==> src/rtl/cct_pkg.sv <==
// Shared types and constants for the category count table.
package cct_pkg;

    localparam int IDX_W    = 16;
    localparam int CAT_W    = 8;
    localparam int READ_W   = 16;
    localparam int COUNT_W  = 17;
    localparam int TOTAL_W  = 40;
    localparam int CFG_W    = 9;
    localparam int READS_W  = 17;

    localparam int OCC_LIMIT = 1 << IDX_W;
    localparam int BIN_LIMIT = 1 << CAT_W;

    localparam int DEF_MAX_OCCURRENCES = 65536;
    localparam int DEF_MAX_CATEGORIES  = 256;

    localparam logic [CFG_W-1:0] NUM_CAT_RESET = CFG_W'(256);

    typedef enum logic [1:0] {
        MODE_LOAD,
        MODE_REASSIGN,
        MODE_READ,
        MODE_ACCUM
    } mode_t;

    typedef enum logic [1:0] {
        STATUS_DONE,
        STATUS_BAD_CAT,
        STATUS_RANGE,
        STATUS_SPARE
    } status_t;

    typedef enum logic [2:0] {
        S_IDLE,
        S_LOAD,
        S_RA_OCC,
        S_RA_OLD,
        S_RA_NEW,
        S_READ,
        S_ACCUM
    } state_t;

    typedef struct packed {
        logic [CAT_W-1:0]  cat;
        logic [READ_W-1:0] rd;
    } occ_word_t;

    typedef struct packed {
        logic [TOTAL_W-1:0] total;
        logic [COUNT_W-1:0] count;
    } bin_word_t;

    typedef struct packed {
        status_t            status;
        logic [CAT_W-1:0]   old_cat;
        logic [READ_W-1:0]  rd;
        logic [COUNT_W-1:0] count;
        logic [TOTAL_W-1:0] total;
    } result_t;

endpackage

==> src/rtl/cct_ctrl.sv <==
// Sequencer: command decode, read-modify-write of the stores, bin sweep, result register.
module cct_ctrl #(
    parameter int OCC_DEPTH = cct_pkg::OCC_LIMIT,
    parameter int BIN_DEPTH = cct_pkg::BIN_LIMIT,
    localparam int OCC_AW = $clog2(OCC_DEPTH),
    localparam int BIN_AW = $clog2(BIN_DEPTH)
) (
    input  logic                        clk,
    input  logic                        rst_n,
    input  logic                        start,
    input  logic [1:0]                  mode,
    input  logic [cct_pkg::IDX_W-1:0]   occurrence_index,
    input  logic [cct_pkg::CAT_W-1:0]   category,
    input  logic                        last_in_read,
    input  logic                        cfg_valid,
    input  logic [cct_pkg::CFG_W-1:0]   cfg_data,
    output logic                        cfg_ready,
    output logic                        busy,
    output logic                        done,
    output cct_pkg::result_t            result,
    output logic                        occ_we,
    output logic [OCC_AW-1:0]           occ_waddr,
    output cct_pkg::occ_word_t          occ_wdata,
    output logic [OCC_AW-1:0]           occ_raddr,
    input  cct_pkg::occ_word_t          occ_rdata,
    output logic                        bin_we,
    output logic [BIN_AW-1:0]           bin_waddr,
    output cct_pkg::bin_word_t          bin_wdata,
    output logic [BIN_AW-1:0]           bin_raddr,
    input  cct_pkg::bin_word_t          bin_rdata
);
    import cct_pkg::*;

    localparam int LD_W  = $clog2(OCC_DEPTH + 1);
    localparam int PTR_W = BIN_AW + 1;

    state_t              state_reg, state_next;
    logic [CFG_W-1:0]    num_cat_reg, num_cat_next;
    logic [LD_W-1:0]     loaded_reg, loaded_next;
    logic [READS_W-1:0]  reads_reg, reads_next;
    logic [CAT_W-1:0]    cat_reg, cat_next;
    logic [OCC_AW-1:0]   idx_reg, idx_next;
    logic [READ_W-1:0]   rd_reg, rd_next;
    logic [CAT_W-1:0]    oldc_reg, oldc_next;
    logic [PTR_W-1:0]    ptr_reg, ptr_next;
    logic                done_reg, done_next;
    result_t             res_reg, res_next;

    logic [CFG_W-1:0]    bound;
    logic                cat_ok;
    logic                cat_reg_ok;
    logic                full;
    logic                idx_ok;
    logic [PTR_W-1:0]    ptr_inc;
    bin_word_t           inc_word;
    bin_word_t           dec_word;
    bin_word_t           acc_word;
    logic [TOTAL_W:0]    acc_sum;

    assign bound = (num_cat_reg < CFG_W'(BIN_DEPTH)) ? num_cat_reg : CFG_W'(BIN_DEPTH);
    assign cat_ok     = CFG_W'(category) < bound;
    assign cat_reg_ok = CFG_W'(cat_reg) < bound;
    assign full       = loaded_reg == LD_W'(OCC_DEPTH);
    assign idx_ok     = (IDX_W + 1)'(occurrence_index) < (IDX_W + 1)'(loaded_reg);
    assign ptr_inc    = ptr_reg + PTR_W'(1);

    // Saturating bin arithmetic on the word just read.
    always_comb
    begin
        inc_word = bin_rdata;
        dec_word = bin_rdata;
        acc_word = bin_rdata;
        if (bin_rdata.count != '1)
        begin
            inc_word.count = bin_rdata.count + COUNT_W'(1);
        end
        if (bin_rdata.count != '0)
        begin
            dec_word.count = bin_rdata.count - COUNT_W'(1);
        end
        acc_sum = {1'b0, bin_rdata.total} + (TOTAL_W + 1)'(bin_rdata.count);
        acc_word.total = acc_sum[TOTAL_W] ? '1 : acc_sum[TOTAL_W-1:0];
    end

    always_ff @(posedge clk or negedge rst_n)
    begin
        if (!rst_n)
        begin
            state_reg   <= S_IDLE;
            num_cat_reg <= NUM_CAT_RESET;
            loaded_reg  <= '0;
            reads_reg   <= '0;
            done_reg    <= 1'b0;
        end
        else
        begin
            state_reg   <= state_next;
            num_cat_reg <= num_cat_next;
            loaded_reg  <= loaded_next;
            reads_reg   <= reads_next;
            done_reg    <= done_next;
        end
    end

    always_ff @(posedge clk)
    begin
        cat_reg  <= cat_next;
        idx_reg  <= idx_next;
        rd_reg   <= rd_next;
        oldc_reg <= oldc_next;
        ptr_reg  <= ptr_next;
        res_reg  <= res_next;
    end

    always_comb
    begin
        state_next   = state_reg;
        num_cat_next = cfg_valid ? cfg_data : num_cat_reg;
        loaded_next  = loaded_reg;
        reads_next   = reads_reg;
        cat_next     = cat_reg;
        idx_next     = idx_reg;
        rd_next      = rd_reg;
        oldc_next    = oldc_reg;
        ptr_next     = ptr_reg;
        done_next    = 1'b0;
        res_next     = res_reg;

        occ_we     = 1'b0;
        occ_waddr  = loaded_reg[OCC_AW-1:0];
        occ_wdata  = '{cat: category, rd: reads_reg[READ_W-1:0]};
        occ_raddr  = occurrence_index[OCC_AW-1:0];
        bin_we     = 1'b0;
        bin_waddr  = ptr_reg[BIN_AW-1:0];
        bin_wdata  = bin_rdata;
        bin_raddr  = category[BIN_AW-1:0];

        case (state_reg)
            S_IDLE:
            begin
                if (start)
                begin
                    case (mode_t'(mode))
                        MODE_LOAD:
                        begin
                            if (full)
                            begin
                                done_next = 1'b1;
                                res_next  = '{STATUS_RANGE, '0, '0, '0, '0};
                            end
                            else if (!cat_ok)
                            begin
                                done_next = 1'b1;
                                res_next  = '{STATUS_BAD_CAT, '0, '0, '0, '0};
                            end
                            else
                            begin
                                occ_we      = 1'b1;
                                loaded_next = loaded_reg + LD_W'(1);
                                if (last_in_read && (reads_reg != '1))
                                begin
                                    reads_next = reads_reg + READS_W'(1);
                                end
                                rd_next    = reads_reg[READ_W-1:0];
                                cat_next   = category;
                                state_next = S_LOAD;
                            end
                        end
                        MODE_REASSIGN:
                        begin
                            if (!idx_ok)
                            begin
                                done_next = 1'b1;
                                res_next  = '{STATUS_RANGE, '0, '0, '0, '0};
                            end
                            else
                            begin
                                idx_next   = occurrence_index[OCC_AW-1:0];
                                cat_next   = category;
                                state_next = S_RA_OCC;
                            end
                        end
                        MODE_READ:
                        begin
                            if (!cat_ok)
                            begin
                                done_next = 1'b1;
                                res_next  = '{STATUS_BAD_CAT, '0, '0, '0, '0};
                            end
                            else
                            begin
                                cat_next   = category;
                                state_next = S_READ;
                            end
                        end
                        MODE_ACCUM:
                        begin
                            if (bound == '0)
                            begin
                                done_next = 1'b1;
                                res_next  = '{STATUS_DONE, '0, '0, '0, '0};
                            end
                            else
                            begin
                                bin_raddr  = '0;
                                ptr_next   = '0;
                                state_next = S_ACCUM;
                            end
                        end
                        default:
                        begin
                            state_next = S_IDLE;
                        end
                    endcase
                end
            end
            S_LOAD:
            begin
                bin_we     = 1'b1;
                bin_waddr  = cat_reg[BIN_AW-1:0];
                bin_wdata  = inc_word;
                done_next  = 1'b1;
                res_next   = '{STATUS_DONE, '0, rd_reg, inc_word.count, inc_word.total};
                state_next = S_IDLE;
            end
            S_RA_OCC:
            begin
                oldc_next  = occ_rdata.cat;
                rd_next    = occ_rdata.rd;
                bin_raddr  = occ_rdata.cat[BIN_AW-1:0];
                state_next = S_RA_OLD;
            end
            S_RA_OLD:
            begin
                if (!cat_reg_ok)
                begin
                    done_next  = 1'b1;
                    res_next   = '{STATUS_BAD_CAT, oldc_reg, rd_reg,
                                   bin_rdata.count, bin_rdata.total};
                    state_next = S_IDLE;
                end
                else
                begin
                    // old bin written back while the new bin is read; same bin bypasses
                    bin_we     = 1'b1;
                    bin_waddr  = oldc_reg[BIN_AW-1:0];
                    bin_wdata  = dec_word;
                    bin_raddr  = cat_reg[BIN_AW-1:0];
                    occ_we     = 1'b1;
                    occ_waddr  = idx_reg;
                    occ_wdata  = '{cat: cat_reg, rd: rd_reg};
                    state_next = S_RA_NEW;
                end
            end
            S_RA_NEW:
            begin
                bin_we     = 1'b1;
                bin_waddr  = cat_reg[BIN_AW-1:0];
                bin_wdata  = inc_word;
                done_next  = 1'b1;
                res_next   = '{STATUS_DONE, oldc_reg, rd_reg, inc_word.count, inc_word.total};
                state_next = S_IDLE;
            end
            S_READ:
            begin
                done_next  = 1'b1;
                res_next   = '{STATUS_DONE, '0, '0, bin_rdata.count, bin_rdata.total};
                state_next = S_IDLE;
            end
            S_ACCUM:
            begin
                // write bin ptr while reading bin ptr+1
                bin_we    = 1'b1;
                bin_waddr = ptr_reg[BIN_AW-1:0];
                bin_wdata = acc_word;
                if (CFG_W'(ptr_inc) == bound)
                begin
                    done_next  = 1'b1;
                    res_next   = '{STATUS_DONE, '0, '0, '0, '0};
                    state_next = S_IDLE;
                end
                else
                begin
                    bin_raddr = ptr_inc[BIN_AW-1:0];
                    ptr_next  = ptr_inc;
                end
            end
            default:
            begin
                state_next = S_IDLE;
            end
        endcase
    end

    assign cfg_ready = 1'b1;
    assign busy      = state_reg != S_IDLE;
    assign done      = done_reg;
    assign result    = res_reg;

endmodule

==> config.mk <==
export PLATFORM = sky130hd
export DESIGN_NAME = cct_ctrl
export DESIGN_NICKNAME = d
export VERILOG_FILES = /design/src/rtl/cct_pkg.sv /design/src/rtl/cct_ctrl.sv
export SDC_FILE = /design/constraint.sdc
export NUM_CORES = 1
export LEC_CHECK = 0
export BUFFER_PORTS_ARGS = -buffer_cell sky130_fd_sc_hd__buf_2
export CORE_MARGIN = 4
export CORE_UTILIZATION = 35
export CTS_CLUSTER_DIAMETER = 100
export CTS_CLUSTER_SIZE = 8
export DETAILED_ROUTE_END_ITERATION = 8
export SYNTH_ARGS = -nofsm -noshare
export SYNTH_HDL_FRONTEND = slang
export SYNTH_SLANG_ARGS = --single-unit
export TNS_END_PERCENT = 10
==> constraint.sdc <==
create_clock -name clk -period 8.9 [get_ports clk]
set_input_delay 0.445 -clock clk [delete_from_list [all_inputs] [get_ports clk]]
set_output_delay 0.445 -clock clk [all_outputs]
set_load 0.02 [all_outputs]
; After elaboration in Yosys (flattened, before gate mapping)
; Index checks and enable logic that the tools add are counted.
[word_totals]
regBits = 187
inputBits = 121
output_inout_bits = 217
word_cells = 145
[op_classes]
n_addsub = 6
magnitude_cmp = 4
eq_ne = 31
muxes = 67
bitwise_logic = 1
n_reduce_logical = 21
[ops]
columns = cell, count
row1 = $mux W83, 7
row2 = $pmux W83 S6, 1
row3 = $pmux W83 S4, 1
row4 = $pmux W57 S3, 1
row5 = $mux W16, 6
row6 = $mux W8, 9
row7 = $add A17 B1 Y17 const B, 3
row8 = $mux W17, 3
row9 = $mux W24, 2
row10 = $mux W9, 5
row11 = $add A40 B17 Y41, 1
row12 = $mux W40, 1
row13 = $ne A17 B17 Y1 const B, 2
row14 = $pmux W16 S2, 1
row15 = $pmux W8 S4, 1
row16 = $mux W3, 8
row17 = $pmux W3 S4, 2
row18 = $pmux W8 S3, 1
row19 = $ne A3 B3 Y1 const B, 7
row20 = $reduce_and A5 Y1, 4
row21 = $lt A8 B9 Y1, 2
row22 = $ne A2 B2 Y1 const B, 9
row23 = $pmux W9 S2, 1
row24 = $eq A17 B17 Y1 const B, 1
row25 = 29 further kinds, 51

; Depth between registers and ports, before layout
; Gate-level depths: netlist of the first run.
[depth]
word_depth = 8
depth_mapped = 12
ltp_nobuf = 11

; Worst setup path after synthesis of the first run
; No wires, ideal clock.
[synth_timing]
path_kind = register -> register
start = reg ptr_reg[1]
end = reg res_reg (netlist bit result[0]) (enable)
setup_time_ns = 0.552
t_arrival_ns = 6.170
t_required_ns = 8.348
slack_ns = 2.178
stages_incl_launch_ff = 10
path_buffers = 0
period_less_slack_ns = 6.722
path_cell_list = edfxtp_1 ha_1 nor4b_1 a31oi_1 o32a_1 a2111oi_2 o2111ai_1 nand2_1 nand2_1 a21oi_1
[synth_via]
elab_chain_len = 4
[synth_rtl]
columns = item, line_no
row1 = "start, declared", cct_ctrl.sv:45  ; logic [PTR_W-1:0] ptr_reg, ptr_next;
row2 = "start signal, assigned", cct_ctrl.sv:111  ; ptr_reg <= ptr_next;
row3 = $add A9 B1 Y9, cct_ctrl.sv:65  ; assign ptr_inc = ptr_reg + PTR_W'(1);
row4 = net ptr_inc[1], cct_ctrl.sv:54  ; logic [PTR_W-1:0] ptr_inc;
row5 = $eq A9 B9 Y1, cct_ctrl.sv:276  ; if (CFG_W'(ptr_inc) == bound)
row6 = $ne A2 B2 Y1 (no source line), --
row7 = $reduce_and A6 Y1 (no source line), --
row8 = "end signal, assigned", cct_ctrl.sv:112  ; res_reg <= res_next;
row9 = "end, declared", cct_ctrl.sv:47  ; result_t res_reg, res_next;
; The timed path passes the listed nets, and every way through them passes these cells.
; A chain may end at the register's enable or synchronous reset.

; Worst setup path in the final report of the first run
[layout_timing]
start = reg state_reg[0]
end = out bin_waddr[0]
[layout_via]
elab_chain_len = 3
word_cells_on_any_way = 5
cone_classes = 3 x eq/ne / 1 x mux / 1 x reduce/logical
[layout_rtl]
columns = item, line_no
row1 = "start, declared", cct_ctrl.sv:37  ; state_t state_reg, state_next;
row2 = "start signal, assigned", cct_ctrl.sv:97  ; state_reg <= state_next;
row3 = $eq A3 B3 Y1 / $eq A3 B1 Y1 (equally long branches), cct_ctrl.sv:138  ; case (state_reg)
row4 = $reduce_or A2 Y1 (no source line), --
row5 = $pmux W8 S2 (*), cct_ctrl.sv:138
row6 = "end, declared", cct_ctrl.sv:27  ; output logic [BIN_AW-1:0] bin_waddr,
; Mark *: on every way between the ends. The rest lies on a longest branch, timed or not.

==> results.tsv, run 1 <==
stage	metric	value	unit
die	design.portCount	338	
die	horizontal_die_dimension	196.8	um
placed_design	gp_congestion	0.9528	
setup_path	startpoint_type	register	
timing	setup_tns	0	ps
global_routing	first_global_vias	11290	
hold_path	worst_hold_path_type	input pin to async pin	
timing	tightest_slew	1159	ps
route	detail_route.wl_per_cell	20.77	um
setup_path	ff2ff_setup_slack	4300	ps
timing	max_slew_margin	22.29	%
timing	min_period	5005	ps
logic_synthesis	synth_cell_type_count	88	
die	design.core.area	0.03488	mm2
logic_synthesis	synth.cell_area	0.01248	mm2
clocking	cts.root.buffer_cell	sky130_fd_sc_hd__clkbuf_16	
die	die-area	0.03873	mm2
cells_and_area	layout.nets	1807	
logic_synthesis	synth_seq_area_share	43.13	%
clocking	tritoncts	done	
global_routing	grt_util_all_layers	21.54	%
logic_synthesis	ys_dominant_reg_cell	sky130_fd_sc_hd__edfxtp_1	
power	pwr_density_cell	319.1	mW/mm2
logic_synthesis	synth_seq_cells	187	
clocking	cts_made_buffers	17	
clocking	cts.sink_count	187	
route	post-route-drc-count	0	
logic_synthesis	postSynthAreaPerCell	9.249	um2
logic_synthesis	ys_async_sr_fraction	25.13	%
run	maxCapViolCount	0	
placed_design	preCtsSetupSlack	4166	ps
setup_path	crit_path_max_fanout	21	
route	vias	11710	
logic_synthesis	synth.area.top_cells	sky130_fd_sc_hd__edfxtp_1 (34%), sky130_fd_sc_hd__dfrtp_1 (9.2%), sky130_fd_sc_hd__nand2_1 (7.4%)	
logic_synthesis	synth_top_cell_by_area	sky130_fd_sc_hd__edfxtp_1	
global_routing	grt_antenna_before_repair	9	
die	row_count	68	
run_status	outcome	complete, no violations	
logic_synthesis	yosysWarnings	0	
setup_path	rr_worst_depth	10	
route	vias_per_inst	5.564	
timing	post_layout_worst_setup_margin	3895	ps
logic_synthesis	synthMostInstantiatedCell	sky130_fd_sc_hd__nand2_1	
die	start_util	35.77	%
setup_path	timing.critical_path.to_type	output port	
clocking	h-tree-depth	4	
clocking	hold_buffers	0	
logic_synthesis	synthesis.nets	1524	
clocking	path_clk_slew	70	ps
setup_path	cp.arrival	4560	ps
clocking	insertion_delay	450	ps
global_routing	grt.overflow.total	0	
timing	report.final.slew_viol_count	0	
logic_synthesis	synthDominantCellAreaShare	33.69	%
timing	finalClockSkew	16.19	ps
cells_and_area	largest_register_ffs	83	
clocking	clock_tree.buffer_depth	2	
timing	clock.fmax	199.8	MHz
placed_design	placed_cells	2068	
logic_synthesis	synth-edff-count	140	
route	postRouteAntennaNets	0	
setup_path	reg2reg_to	result[40]	
route	drt_iter0_markers	824	
timing	hold_violations	0	
timing	min_period_over_period	56.24	%
cells_and_area	final_cells	2104	
placed_design	port_buffers	336	
power	power	4.813	mW
setup_path	critPathKind	register to output port	
clocking	post-cts-setup-buffers	0	
timing	rsz_0062_raised_after_global_routing	false	
clocking	cts-resized-gates	0	
global_routing	pin_count_of_the_biggest_net_entering_global_routing	82	
cells_and_area	syn2layout_area_growth	20.86	%
die	die_height	196.8	um
logic_synthesis	synth_top_cells_by_count	sky130_fd_sc_hd__nand2_1 (246), sky130_fd_sc_hd__edfxtp_1 (140), sky130_fd_sc_hd__nor2_1 (92)	
power	leakage_power_summed_over_all_cells	6.640	nW
global_routing	grt_pass1_wl	66000	um
timing	report.final.setup_viol	0	
power	irDropWorstVdd	0.1475	mV
route	detailedRoute.firstPassIterationCount	8	
route	totalWireLength	43700	um
setup_path	worst_ep_required_time	8460	ps
cells_and_area	final_layout_size_suffix_gt1_share	25.90	%
setup_path	worstReg2RegStart	ptr_reg[0]	
placed_design	post-dp-hpwl	33220	um
logic_synthesis	cells_after_synth	1349	
[layer usage]
metal  routed length (um)  track usage [%]
met1                18360            27.83
met2                20130            35.17
met3                 3840            5.897
met4                 1316            7.088
met5                   41                0
[worst max-delay path, cell delays in order, from the launching register on]
cell and delay (ps):
sky130_fd_sc_hd__dfrtp_1 810, sky130_fd_sc_hd__clkinv_1 430, sky130_fd_sc_hd__nor2_1 530, sky130_fd_sc_hd__nand2_1 470, sky130_fd_sc_hd__nand2_1 720, sky130_fd_sc_hd__o21ai_1 440
sky130_fd_sc_hd__a222oi_1 470, sky130_fd_sc_hd__inv_1 80, sky130_fd_sc_hd__buf_2 170
[kinds of logic (layout without fill, tap and decap cells)]
| family | after synthesis | after routing | synth area share (%) |
|---|---|---|---|
| mux | 15 | 15 | 1.314 |
| simple gates | 529 | 529 | 19.80 |
| compound gates | 331 | 331 | 18.91 |
| fa+ha+maj | 55 | 55 | 5.556 |
| other cells | 1 | 5 | 0.03006 |
| buf+inv | 148 | 444 | 5.154 |
| flops | 187 | 187 | 43.13 |
| xor+xnor | 83 | 83 | 6.107 |
[area by class of cell]
| class | instances | area (um2) |
|---|---|---|
| Clock inverter | 14 | 182.7 |
| Fill cell | 3470 | 19800 |
| Clock buffer | 18 | 429.2 |
| Antenna cell | 4 | 10.01 |
| Multi-Input combinational cell | 1014 | 6484 |
| Sequential cell | 187 | 5381 |
| Inverter | 61 | 229.0 |
| Timing Repair Buffer | 351 | 1794 |
| Tap cell | 455 | 569.3 |
[power by group]
group	leakage, nW	switching, mW	total (mW)	internal, mW
Clock	0.290	0.375	0.825	0.449
Sequential	1.94	0.218	1.62	1.40
Combinational	4.41	1.63	2.36	0.731
Total	6.64	2.23	4.81	2.59
[how the worst max path moves through the flow]
stage | start | endpoint | slack [ps] | depth (start not counted)
finish | state_reg[0] | bin_waddr[0] | 3890 | 8
global route | state_reg[0] | bin_waddr[0] | 3570 | 8
CTS | state_reg[0] | bin_waddr[0] | 3930 | 8
detailed placement | bin_rdata[0] | bin_wdata[56] | 4170 | 12
global placement | bin_rdata[0] | bin_wdata[52] | 4190 | 12
floorplan | ptr_reg[1] | result[0] | 2180 | 9
[through the flow]
stage | instance area (um2) | hold WS (ps) | util, %
2_1_floorplan | 12480 | 149.4 | -
3_3_place_gp | 14460 | 491.0 | 41.45
3_5_place_dp | 14460 | 492.8 | 41.45
4_1_cts | 15070 | 88.62 | 43.20
5_1_grt | 15080 | 138.2 | 43.22
6_report | 15080 | 81.56 | 43.23
[layout by cell type (no fill, tap or decap), types with 7 or more instances in the layout]
master,synthesis,final
sky130_fd_sc_hd__buf_2,4,336
sky130_fd_sc_hd__nand2_1,246,246
sky130_fd_sc_hd__edfxtp_1,140,140
sky130_fd_sc_hd__nor2_1,92,91
sky130_fd_sc_hd__o21ai_0,80,80
sky130_fd_sc_hd__a22o_1,61,61
sky130_fd_sc_hd__xnor2_1,59,59
sky130_fd_sc_hd__inv_1,58,58
sky130_fd_sc_hd__ha_1,53,53
sky130_fd_sc_hd__a21oi_1,51,50
sky130_fd_sc_hd__dfrtp_1,46,46
sky130_fd_sc_hd__nand3_1,40,40
sky130_fd_sc_hd__nor3_1,28,27
sky130_fd_sc_hd__nand4_1,23,23
sky130_fd_sc_hd__xor2_1,21,21
sky130_fd_sc_hd__and3_1,21,21
sky130_fd_sc_hd__a21o_1,17,17
sky130_fd_sc_hd__clkbuf_16,0,17
sky130_fd_sc_hd__buf_4,18,15
sky130_fd_sc_hd__a31oi_1,13,13
sky130_fd_sc_hd__nor4_1,11,11
sky130_fd_sc_hd__a22oi_1,11,11
sky130_fd_sc_hd__mux2_2,11,11
sky130_fd_sc_hd__o211ai_1,10,10
sky130_fd_sc_hd__nand2b_1,9,9
sky130_fd_sc_hd__a211oi_1,9,9
sky130_fd_sc_hd__a222oi_1,9,9
sky130_fd_sc_hd__or3_1,7,7
sky130_fd_sc_hd__o22ai_1,7,7
Note: power is estimated with default switching activity, not from simulation.
==> run 2, diff against run 1 <==
==> constraint.sdc (replaced) <==
create_clock -name clk -period 5.3 [get_ports clk]
set_input_delay 0.265 -clock clk [delete_from_list [all_inputs] [get_ports clk]]
set_output_delay 0.265 -clock clk [all_outputs]
set_load 0.02 [all_outputs]
==> run 2 against run 1 <==
Flip-flop and latch count unchanged. Largest cell class unchanged. Critical endpoint is now bin_raddr[2]. Routed wire length up 0.42%. Cell count rose by 0.38%. Largest power group unchanged.
==> results.tsv, run 2 (synthesis gave the netlist of run 1 again) <==
stage	metric	value	unit
run_status	outcome	complete, no violations	
cells_and_area	layout.nets	1818	
die	row_count	68	
die	design.core.area	0.03488	mm2
hold_path	hold_path_end	idx_reg[4]	
cells_and_area	final-seq-area	0.005381	mm2
clocking	cts.root.buffer_cell	sky130_fd_sc_hd__clkbuf_16	
run	maxCapViolCount	0	
route	postRouteAntennaNets	0	
die	die-area	0.03873	mm2
route	totalWireLength	43880	um
cells_and_area	largest_register_ffs	83	
setup_path	timing.critical_path.slowest_cell_delay	710	ps
hold_path	worst_hold_path_type	input pin to register	
global_routing	grt_antenna_before_repair	6	
setup_path	startpoint_type	register	
cells_and_area	layout.cells.most_common	sky130_fd_sc_hd__buf_2	
setup_path	critical_path_depth	10	
die	start_util	35.77	%
route	vias_per_inst	5.559	
route	post-route-drc-count	0	
power	irDropWorstVdd	0.3854	mV
setup_path	critical_path.most_common_cell	sky130_fd_sc_hd__nand2_1	
setup_path	worst-path-buf-inv	3	
power	leakage_power_summed_over_all_cells	6.679	nW
placed_design	total_placed_instance_area	0.01451	mm2
placed_design	gp_congestion	0.9231	
hold_path	hold_path_startpoint	occurrence_index[4]	
cells_and_area	final_layout_size_suffix_gt1_share	25.79	%
route	vias	11740	
die	die_height	196.8	um
clocking	path_clk_slew	80	ps
die	design.portCount	338	
route	detail_route.wl_per_cell	20.78	um
cells_and_area	layout.filler_cells	3472	
route	detailedRoute.firstPassIterationCount	7	
clocking	insertion_delay	450	ps
timing	setup_tns	0	ps
setup_path	critical_path.cell_chain	buf_4 > clkinv_1 > nor2_1 > nand2_1 > nor2_4 > nand2_1 > o21ai_0 > o2111ai_1 > a2bb2oi_1 > buf_2	
cells_and_area	finish.instance_area	0.01517	mm2
clocking	cts_made_buffers	17	
timing	rsz_0062_raised_after_global_routing	false	
setup_path	rr_worst_depth	10	
timing	finalClockSkew	13.97	ps
cells_and_area	most-common-layout-cells	sky130_fd_sc_hd__buf_2 (336), sky130_fd_sc_hd__nand2_1 (246), sky130_fd_sc_hd__edfxtp_1 (140)	
timing	hold_slack	23.19	ps
timing	min_period_over_period	81.38	%
setup_path	timing.critical_path.to_type	output port	
global_routing	grt.overflow.total	0	
clocking	cts.sink_count	187	
setup_path	critical-path-slowest-cell	sky130_fd_sc_hd__nor2_4	
timing	max_slew_margin	35.81	%
power	pwr_density_cell	530.5	mW/mm2
timing	clock.fmax	231.8	MHz
setup_path	ff2ff_setup_slack	1350	ps
setup_path	worst_ep_required_time	5040	ps
placed_design	post-dp-hpwl	33160	um
cells_and_area	multi_input_gate_area_in_the_final_layout	0.006484	mm2
timing	tightest_slew	962.9	ps
setup_path	reg2reg_to	reads_reg[9]	
cells_and_area	syn2layout_area_growth	21.57	%
timing	min_period	4313	ps
setup_path	cp.arrival	4050	ps
global_routing	pin_count_of_the_biggest_net_entering_global_routing	84	
clocking	clock_tree.buffer_depth	2	
timing	hold_violations	0	
die	horizontal_die_dimension	196.8	um
hold_path	min_path_cells	1	
clocking	tritoncts	done	
setup_path	gate_family_responsible_for_the_most_delay_along_the_worst_path	simple AND/OR/NAND/NOR gates	
clocking	h-tree-depth	4	
global_routing	first_global_vias	11260	
timing	report.final.setup_viol	0	
power	power	8.046	mW
route	drt_iter0_markers	888	
global_routing	grt_util_all_layers	21.69	%
global_routing	grt_pass1_wl	66500	um
timing	report.final.slew_viol_count	0	
setup_path	worstReg2RegStart	num_cat_reg[8]	
clocking	post-cts-setup-buffers	0	
setup_path	critPathKind	register to output port	
placed_design	port_buffers	336	
setup_path	crit_path_max_fanout	26	
## run 2: cell types whose count changed in the layout (fill, tap and decap cells not counted), moves of 2 or more
cell | previous run | this run
sky130_fd_sc_hd__diode_2 | 4 | 1
sky130_fd_sc_hd__dlygate4sd3_1 | 0 | 9
sky130_fd_sc_hd__bufinv_16 | 3 | 1
sky130_fd_sc_hd__buf_12 | 0 | 3
## run 2: worst max-delay path by stage
stage | startpoint | endpoint
floorplan | ptr_reg[1] | result[0]
global placement | ptr_reg[0] | result[73]
detailed placement | num_cat_reg[8] | reads_reg[9]
CTS | ptr_reg[0] | bin_raddr[5]
global route | state_reg[0] | bin_raddr[2]
finish | state_reg[0] | bin_raddr[2]
## run 2: final cells by class
cell class | instances | share of cell area [%]
antenna | 1 | 0.01650
clock buffer | 18 | 2.829
clock inverter | 14 | 0.8991
inverter | 61 | 1.510
multi-input combinational | 1014 | 42.75
sequential | 187 | 35.48
tap | 455 | 3.753
timing repair buffer | 362 | 12.77
## run 2: per-stage QoR
| stage | setup slack, ps | std cells | utilization (%) |
|---|---|---|---|
| after floorplan | 437.6 | 1349 | - |
| after global placement | 1374 | 2070 | 41.60 |
| after detailed placement | 1350 | 2070 | 41.60 |
| after CTS | 976.3 | 2111 | 43.48 |
| after global routing | 724.5 | 2112 | 43.48 |
| final | 986.7 | 2112 | 43.48 |
## run 2: what timing repair did
| action | 4_1_cts | 5_1_grt |
|---|---|---|
| hold buffers | 9 | 0 |
| endpoints found under the hold margin | 54 | 0 |
| gates resized for setup | 0 | 0 |
## run 2: routing by layer
metal  track usage [%]  routed length (um)  vias up  share of wire, %
met4             5.265                 755        8               1.7
met2             36.35               20990      549                48
li1                  -                   -     5513                 -
met3             4.974                3888       47               8.9
met5                 0                  53        -              0.12
met1             28.60               18190     5624                41
## run 2: report_power, final
part           leakage [nW]  internal (mW)  total [mW]  switching, mW
Sequential             1.94           2.36        2.72          0.362
Clock                 0.269          0.660        1.29          0.633
Combinational          4.47           1.27        4.04           2.76
Total                  6.68           4.29        8.05           3.76
